<file path="config.mk">
export PLATFORM = sky130hd
export DESIGN_NAME = drag_rotation_gate_top
export DESIGN_NICKNAME = d
export VERILOG_FILES = /design/src/rtl/drg_pkg.sv /design/src/rtl/drag_rotation_gate_top.sv /design/src/rtl/drg_step.sv
export SDC_FILE = /design/constraint.sdc
export NUM_CORES = 2
export LEC_CHECK = 0
export ABC_AREA = 1
export CORE_ASPECT_RATIO = 0.75
export CORE_MARGIN = 8
export CORE_UTILIZATION = 55
export DETAILED_ROUTE_END_ITERATION = 10
export DONT_BUFFER_PORTS = 1
export GPL_ROUTABILITY_DRIVEN = 1
export PLACE_DENSITY = 0.7
export SLEW_MARGIN = 10
export SYNTH_ARGS = -nofsm -noshare
export SYNTH_HDL_FRONTEND = slang
export SYNTH_SLANG_ARGS = --single-unit
</file>
<file path="constraint.sdc">
create_clock -name clk -period 13.2 [get_ports clk]
set_input_delay 1.98 -clock clk [delete_from_list [all_inputs] [get_ports clk]]
set_output_delay 1.98 -clock clk [all_outputs]
set_load 0.02 [all_outputs]
</file>
<file path="src/rtl/drg_pkg.sv">
package drg_pkg;

  // Number of viewports tracked and the width of a viewport select
  localparam int VIEWPORTS = 8;
  localparam int VP_W      = (VIEWPORTS > 1) ? $clog2(VIEWPORTS) : 1;

  // Field widths
  localparam int IDX_W   = 8;
  localparam int DIN_W   = 16;
  localparam int ACC_W   = 24;
  localparam int THR_W   = 16;
  localparam int THRSQ_W = 2 * THR_W;
  localparam int SQ_W    = 2 * ACC_W;

  localparam logic [THR_W-1:0]   THR_RESET   = 16'd64;
  localparam logic [THRSQ_W-1:0] THRSQ_RESET = 32'd4096;

  localparam logic signed [ACC_W-1:0] ACC_MAX = {1'b0, {(ACC_W-1){1'b1}}};
  localparam logic signed [ACC_W-1:0] ACC_MIN = {1'b1, {(ACC_W-1){1'b0}}};

  // One frame for one viewport
  typedef struct packed {
    logic signed [IDX_W-1:0] viewport_index;
    logic                    button_held;
    logic                    pointer_on_image;
    logic                    cam_rotate_in;
    logic signed [DIN_W-1:0] cam_delta_x_in;
    logic signed [DIN_W-1:0] cam_delta_y_in;
    logic                    cam_begin_in;
  } item_t;

  // Gated camera command
  typedef struct packed {
    logic                    cam_rotate_out;
    logic signed [ACC_W-1:0] cam_delta_x_out;
    logic signed [ACC_W-1:0] cam_delta_y_out;
    logic                    cam_begin_out;
  } result_t;

  // Per-viewport drag state
  typedef struct packed {
    logic                    prev_button;
    logic                    origin_valid;
    logic                    turn_active;
    logic signed [ACC_W-1:0] pending_x;
    logic signed [ACC_W-1:0] pending_y;
  } vp_state_t;

endpackage

</file>
<file path="src/rtl/drag_rotation_gate_top.sv">
// Drag rotation gate: holds camera rotation back per viewport until a press
// that began on the image has been dragged past activation_threshold (Q.4
// pixels, compared as squared distance), then emits the summed delta with
// begin set and passes later deltas through. Presses begun off the image
// suppress rotation while held; items for an out-of-range viewport pass
// unchanged. One item per cycle is sustained while the result side does not
// stall: an item is captured in an input register, gated against its
// viewport's state and written to the result register. The threshold
// write port is always ready; its square is registered at the write.
module drag_rotation_gate_top (
  input  logic                          clk,
  input  logic                          rst,
  input  logic                          item_valid,
  output logic                          item_stall,
  input  drg_pkg::item_t                item,
  output logic                          result_valid,
  input  logic                          result_stall,
  output drg_pkg::result_t              result,
  input  logic                          thresh_valid,
  output logic                          thresh_ready,
  input  logic [drg_pkg::THR_W-1:0]     thresh_data
);

  localparam int VIEWPORTS = drg_pkg::VIEWPORTS;
  localparam int VP_W      = drg_pkg::VP_W;
  localparam int IDX_W     = drg_pkg::IDX_W;
  localparam int THRSQ_W   = drg_pkg::THRSQ_W;

  logic                       s1_valid;
  drg_pkg::item_t             s1_item;
  logic                       s1_adv;
  logic                       accept;
  logic [THRSQ_W-1:0]         thr_sq;
  drg_pkg::vp_state_t         vp_state [VIEWPORTS];
  logic                       in_range;
  logic [VP_W-1:0]            vp_sel;
  drg_pkg::vp_state_t         entry;
  drg_pkg::vp_state_t         entry_next;
  drg_pkg::result_t           step_result;

  // Handshake: the input register moves on whenever the result slot frees
  assign s1_adv     = s1_valid && (!result_valid || !result_stall);
  assign item_stall = s1_valid && !s1_adv;
  assign accept     = item_valid && !item_stall;

  always_ff @(posedge clk) begin
    if (rst) begin
      s1_valid <= 1'b0;
    end else if (accept) begin
      s1_valid <= 1'b1;
    end else if (s1_adv) begin
      s1_valid <= 1'b0;
    end
  end

  always_ff @(posedge clk) begin
    if (accept) begin
      s1_item <= item;
    end
  end

  // Threshold register, kept squared
  assign thresh_ready = 1'b1;

  always_ff @(posedge clk) begin
    if (rst) begin
      thr_sq <= drg_pkg::THRSQ_RESET;
    end else if (thresh_valid) begin
      thr_sq <= THRSQ_W'({{(THRSQ_W-drg_pkg::THR_W){1'b0}}, thresh_data}
                * {{(THRSQ_W-drg_pkg::THR_W){1'b0}}, thresh_data});
    end
  end

  // Viewport select and range check
  assign in_range = !s1_item.viewport_index[IDX_W-1]
                    && (s1_item.viewport_index < IDX_W'(VIEWPORTS));
  assign vp_sel   = VP_W'(s1_item.viewport_index);
  assign entry    = vp_state[vp_sel];

  drg_step u_step (
    .item       (s1_item),
    .state      (entry),
    .thr_sq     (thr_sq),
    .result     (step_result),
    .state_next (entry_next)
  );

  // Per-viewport state write-back
  always_ff @(posedge clk) begin
    if (rst) begin
      for (int i = 0; i < VIEWPORTS; i++) begin
        vp_state[i] <= '0;
      end
    end else if (s1_adv && in_range) begin
      vp_state[vp_sel] <= entry_next;
    end
  end

  // Result register; out-of-range items pass through
  always_ff @(posedge clk) begin
    if (rst) begin
      result_valid <= 1'b0;
    end else if (s1_adv) begin
      result_valid <= 1'b1;
    end else if (!result_stall) begin
      result_valid <= 1'b0;
    end
  end

  always_ff @(posedge clk) begin
    if (s1_adv) begin
      if (in_range) begin
        result <= step_result;
      end else begin
        result.cam_rotate_out  <= s1_item.cam_rotate_in;
        result.cam_delta_x_out <= drg_pkg::ACC_W'(s1_item.cam_delta_x_in);
        result.cam_delta_y_out <= drg_pkg::ACC_W'(s1_item.cam_delta_y_in);
        result.cam_begin_out   <= s1_item.cam_begin_in;
      end
    end
  end

endmodule

</file>
<file path="src/rtl/drg_step.sv">
module drg_step (
  input  drg_pkg::item_t                  item,
  input  drg_pkg::vp_state_t              state,
  input  logic [drg_pkg::THRSQ_W-1:0]     thr_sq,
  output drg_pkg::result_t                result,
  output drg_pkg::vp_state_t              state_next
);

  localparam int ACC_W = drg_pkg::ACC_W;
  localparam int DIN_W = drg_pkg::DIN_W;
  localparam int SQ_W  = drg_pkg::SQ_W;

  logic                    pressed;
  logic                    org;
  logic signed [ACC_W-1:0] dx_ext;
  logic signed [ACC_W-1:0] dy_ext;
  logic signed [ACC_W:0]   sum_x;
  logic signed [ACC_W:0]   sum_y;
  logic signed [ACC_W-1:0] acc_x;
  logic signed [ACC_W-1:0] acc_y;
  logic signed [SQ_W-1:0]  sq_x;
  logic signed [SQ_W-1:0]  sq_y;
  logic [SQ_W:0]           dist_sq;
  logic                    reached;

  assign pressed = item.button_held && !state.prev_button;
  assign org     = pressed ? item.pointer_on_image : state.origin_valid;

  assign dx_ext = {{(ACC_W-DIN_W){item.cam_delta_x_in[DIN_W-1]}}, item.cam_delta_x_in};
  assign dy_ext = {{(ACC_W-DIN_W){item.cam_delta_y_in[DIN_W-1]}}, item.cam_delta_y_in};

  // Saturating accumulate; the press frame starts from zero and adds nothing
  assign sum_x = {state.pending_x[ACC_W-1], state.pending_x} + {dx_ext[ACC_W-1], dx_ext};
  assign sum_y = {state.pending_y[ACC_W-1], state.pending_y} + {dy_ext[ACC_W-1], dy_ext};

  always_comb begin
    if (pressed) begin
      acc_x = '0;
      acc_y = '0;
    end else begin
      if (sum_x[ACC_W] != sum_x[ACC_W-1]) begin
        acc_x = sum_x[ACC_W] ? drg_pkg::ACC_MIN : drg_pkg::ACC_MAX;
      end else begin
        acc_x = sum_x[ACC_W-1:0];
      end
      if (sum_y[ACC_W] != sum_y[ACC_W-1]) begin
        acc_y = sum_y[ACC_W] ? drg_pkg::ACC_MIN : drg_pkg::ACC_MAX;
      end else begin
        acc_y = sum_y[ACC_W-1:0];
      end
    end
  end

  // Squared drag distance against squared threshold
  assign sq_x    = acc_x * acc_x;
  assign sq_y    = acc_y * acc_y;
  assign dist_sq = {1'b0, sq_x} + {1'b0, sq_y};
  assign reached = dist_sq >= (SQ_W+1)'(thr_sq);

  // Gate the command and update the viewport's state
  always_comb begin
    result.cam_rotate_out  = item.cam_rotate_in;
    result.cam_delta_x_out = dx_ext;
    result.cam_delta_y_out = dy_ext;
    result.cam_begin_out   = item.cam_begin_in;

    state_next.prev_button  = item.button_held;
    state_next.origin_valid = 1'b0;
    state_next.turn_active  = 1'b0;
    state_next.pending_x    = '0;
    state_next.pending_y    = '0;

    if (item.button_held) begin
      state_next.origin_valid = org;
      state_next.turn_active  = pressed ? 1'b0 : state.turn_active;
      state_next.pending_x    = pressed ? '0 : state.pending_x;
      state_next.pending_y    = pressed ? '0 : state.pending_y;
      if (!org) begin
        // press began off the image: no rotation while held
        result.cam_rotate_out  = 1'b0;
        result.cam_delta_x_out = '0;
        result.cam_delta_y_out = '0;
      end else if (!state_next.turn_active) begin
        if (reached) begin
          // turn starts: emit the sums and empty the accumulators
          state_next.turn_active = 1'b1;
          state_next.pending_x   = '0;
          state_next.pending_y   = '0;
          result.cam_begin_out   = 1'b1;
          result.cam_delta_x_out = acc_x;
          result.cam_delta_y_out = acc_y;
        end else begin
          state_next.pending_x   = acc_x;
          state_next.pending_y   = acc_y;
          result.cam_delta_x_out = '0;
          result.cam_delta_y_out = '0;
        end
      end
    end
  end

endmodule

</file>
==> results by stage <==
Route:
- For this run, design rule violations remaining after detail routing come to 0.
- The met1 routed wirelength after detailed routing is approximately 110 mm.
- Wire segments on met3 add up to between 30 and 40 mm in the final route.
- Summed over all nets, wire length on met2 after detailed routing comes to ~110 mm.
- In the routed layout, each cell is associated on average with a via count of 5.55.
- The uppermost layer routed is met4.
- The via total after detailed routing is about 65k.
- The final layout contains routed wiring with a total length of approximately 260 mm.
- The number of DRC markers in iteration 0 is around 7.4k.
- Dividing the detail-routed wire length by the instance count gives between 20 and 25 um.
- The length of the first detailed-routing pass in iterations is 8.
- The remaining antenna violation count is 0.

STA:
- The count of endpoints failing hold in the final timing report is 0.
- Setup repair after global routing could not meet its margin everywhere.
- After routing, the total negative slack on setup checks comes to 0 ns.
- The slew at the pin with the worst max-slew slack is around 1.1 ns.
- Measured against its own limit, the worst slew margin works out to ~28%.
- Setup violations remaining at the end of the flow were counted as 0.
- Counting I/O delays and the setup requirement, the final critical path takes roughly 13 ns.
- The number of max-slew violations in the final report is 0.
- Of the available clock period, the critical path in the final layout requires a little over nine tenths.
- The achievable clock frequency is 77.2 MHz.
- The clock arrives with ~0.082 ns of skew.
- Hold is met by roughly 0.47 ns.

Synthesis:
- Ranked by total cell area, the synthesized netlist is headed by sky130_fd_sc_hd__fa_1, sky130_fd_sc_hd__edfxtp_1, sky130_fd_sc_hd__inv_1.
- Averaged over all synthesized cells, the footprint is 8.54 sq um.
- By count the netlist is led by sky130_fd_sc_hd__inv_1, sky130_fd_sc_hd__nand2_1, sky130_fd_sc_hd__nor2_1, sky130_fd_sc_hd__fa_1, sky130_fd_sc_hd__edfxtp_1.
- Summing the sequential cell areas from Yosys gives between 20 and 25% of the chip area.
- The post-synthesis cell type count is a little under 60.
- Of all flip-flops after synthesis, the portion carrying an async set or reset was 0%.
- Synthesis handed over a netlist of 8924 instances.
- sky130_fd_sc_hd__inv_1 is the most common cell in the netlist.
- For this run, the number of Yosys warnings is 0.
- Counting every net in the synthesized netlist gives roughly 11k.
- The summed instance area of the synthesized netlist is about 76000 sq um.
- The synthesized design contains ~540 register bits.
- The leading register cell type out of synthesis is sky130_fd_sc_hd__edfxtp_1.
- The number of enable-type register cells in the synthesized netlist is around 500.
- Summed over all instances, the cell type with the most area after synthesis is sky130_fd_sc_hd__fa_1.
- The portion of synthesized cell area occupied by the leading cell type is 33.6%.

Placed design:
- The number of input and output port buffers inserted is 0.
- The detailed placer's ending HPWL is 208 mm.
- At the end of routability-driven placement, the weighted congestion stood at a little over 1.
- Once placement finished, the instance area stood at 85500 sq um.

Worst setup path:
- The slowest stage cell on the critical path is sky130_fd_sc_hd__fa_1.
- In this design, the stage delay of the slowest critical-path cell is 0.56 ns.
- The capturing point of the worst reg2reg path is vp_state[4][11].
- For the worst setup path, the data required time is approximately 14 ns.
- The element type at the critical path end is a flop.
- The class of the most critical setup path is reg2reg.
- The cell type with the highest occurrence count on the critical path is sky130_fd_sc_hd__nand2_1.
- The maximum fanout along the worst path is 11.
- The worst register-to-register path has a depth of 66.
- STA classifies the critical path startpoint as a flop.
- The data arrival time of the critical path is 13.48 ns.
- The worst register-to-register path has a setup slack of approximately 0.25 ns.

Min path:
- The worst min-delay path startpoint is thr_sq[2].
- In this run the worst hold path is classified as reg2reg.
- The worst hold path stage count is 2.
- For hold timing, the worst endpoint is thr_sq[2].

Global routing:
- The number of global-route vias before repair is roughly 66k.
- The maximum number of pins on one net before global-route repair is 70.
- The initial antenna violation count is 6.
- The overflow left after global routing is 0.
- In the global route stage, overall resource usage came out at 34.0%.
- The global-route wire length before repair is ~400 mm.

Clocking:
- The number of clock buffers inserted by TritonCTS is 57.
- The clock insertion delay at the later pin of the skew report is 0.69 ns.
- In this run the clock root is driven by a sky130_fd_sc_hd__clkbuf_16.
- The H-tree was split into 2 levels.
- The clock tree from TritonCTS is built.
- The clock passes through at most 3 buffers.
- The clock edge transition at the registers on the reported setup and hold paths is 0.07 ns.
- The number of clock sinks is 538.
- The quantity of hold-fixing buffers added after cts is 0.

Floorplanning:
- The total I/O pin count is roughly 120.
- The row count is about 120.
- The die outline area is between 150000 and 200000 sq um.
- From left edge to right edge, the die measures approximately 450 um.
- The die extent in y is 338 um.
- The effective utilization at floorplan is a little under three fifths.
- The core area is 138000 sq um.

Layout:
- The final core utilization is between 60% and 70%.
- The count of fill cells added during filler insertion is ~11k.
- The fraction of final layout cells with drive strength greater than 1 is 18.8%.
- The number of nets at the end of the flow is roughly 12k.
- The final cell area excluding filler cells is 91900 sq um.
- Compared with the post-synthesis result, the final layout area differs by 20.5%.

Flow run:
- The max-cap violation count is 0.

Status:
- The run finished with clean final reports.
==> per-stage QoR <==
step,std cells,setup slack [ns]
after CTS,11700,0.00000977
after global routing,11700,-0.252
after global placement,11500,-0.600
final,11800,0.255
after floorplan,8924,1.04
after detailed placement,11500,-0.703
==> state kept, by name, summed over array words and instances, names as in the netlist, named ones only <==
register      flops
result           50
result_valid      1
s1_item          44
s1_valid          1
thr_sq           31
vp_state        408
==> cells in the final DEF (no fill, tap or decap), types with 51 or more instances in the layout <==
cell type	n
sky130_fd_sc_hd__a21oi_1	327
sky130_fd_sc_hd__a21oi_2	65
sky130_fd_sc_hd__a31oi_1	59
sky130_fd_sc_hd__buf_4	1025
sky130_fd_sc_hd__clkbuf_16	70
sky130_fd_sc_hd__edfxtp_1	502
sky130_fd_sc_hd__fa_1	1262
sky130_fd_sc_hd__ha_1	426
sky130_fd_sc_hd__ha_4	51
sky130_fd_sc_hd__inv_1	2068
sky130_fd_sc_hd__nand2_1	1240
sky130_fd_sc_hd__nand2_2	105
sky130_fd_sc_hd__nand3_1	111
sky130_fd_sc_hd__nor2_1	1218
sky130_fd_sc_hd__nor2_2	78
sky130_fd_sc_hd__o21ai_0	308
sky130_fd_sc_hd__o21ai_1	53
sky130_fd_sc_hd__o22ai_1	51
sky130_fd_sc_hd__xnor2_1	71
sky130_fd_sc_hd__xor2_1	127
==> layout make-up <==
class | instances | area, sq um | area share (%)
diodes | 7 | 17.5 | 0.0191
inverters | 2128 | 8070 | 8.78
clock buffers | 66 | 1470 | 1.60
repair buffers | 1130 | 9600 | 10.5
multi-input cells | 5981 | 54000 | 58.8
flip-flops and latches | 538 | 15800 | 17.2
clock inverters | 41 | 554 | 0.603
well taps | 1860 | 2330 | 2.53
==> worst max path at each step <==
stage	cells past startpoint	end	startpoint	slack, ns
floorplan	71	vp_state[0][16]	flop	1.04
global placement	69	vp_state[0][12]	flop	-0.60
detailed placement	69	vp_state[3][12]	flop	-0.70
CTS	72	vp_state[5][12]	flop	0.00001
global route	77	vp_state[3][43]	flop	-0.25
finish	66	vp_state[4][11]	flop	0.25
==> logic make-up after synthesis <==
kind of cell               synth area share [%]
and+or+nand+nor                            15.3
buffers and inverters                      12.1
adders and majority gates                  41.8
AOI/OAI and AO/OA                          7.52
DFF                                        20.7
xor gates and xnor gates                   2.54
muxes                                    0.0263
other                                   0.00492
==> worst max-delay path: cells and delay by family, from the launching register on <==
family | cells | cell delay [ns]
AOI/OAI and AO/OA | 6 | 0.86
DFF | 1 | 0.39
and+or+nand+nor | 29 | 4.38
adders and majority gates | 10 | 4.47
xor gates and xnor gates | 2 | 0.41
buffers and inverters | 19 | 2.22
==> what timing repair did <==
action                                  in CTS  in global routing
pin swaps                                    5                120
gates cloned                                 3                 13
setup buffers                                5                 80
endpoints found under the setup margin     441                441
endpoints found under the hold margin        0                  0
gates resized for setup                     87                647
==> metal layers <==
| layer | GRT usage (%) | vias up |
|---|---|---|
| met5 | 0 | - |
| li1 | - | 28900 |
| met1 | 50.8 | 32200 |
| met3 | 8.33 | 462 |
| met4 | 8.54 | 0 |
| met2 | 50.0 | 3568 |
Power is left out: the tool's default activity adds up to more than one toggle a clock period on the data nets, which glitch-free logic cannot reach.
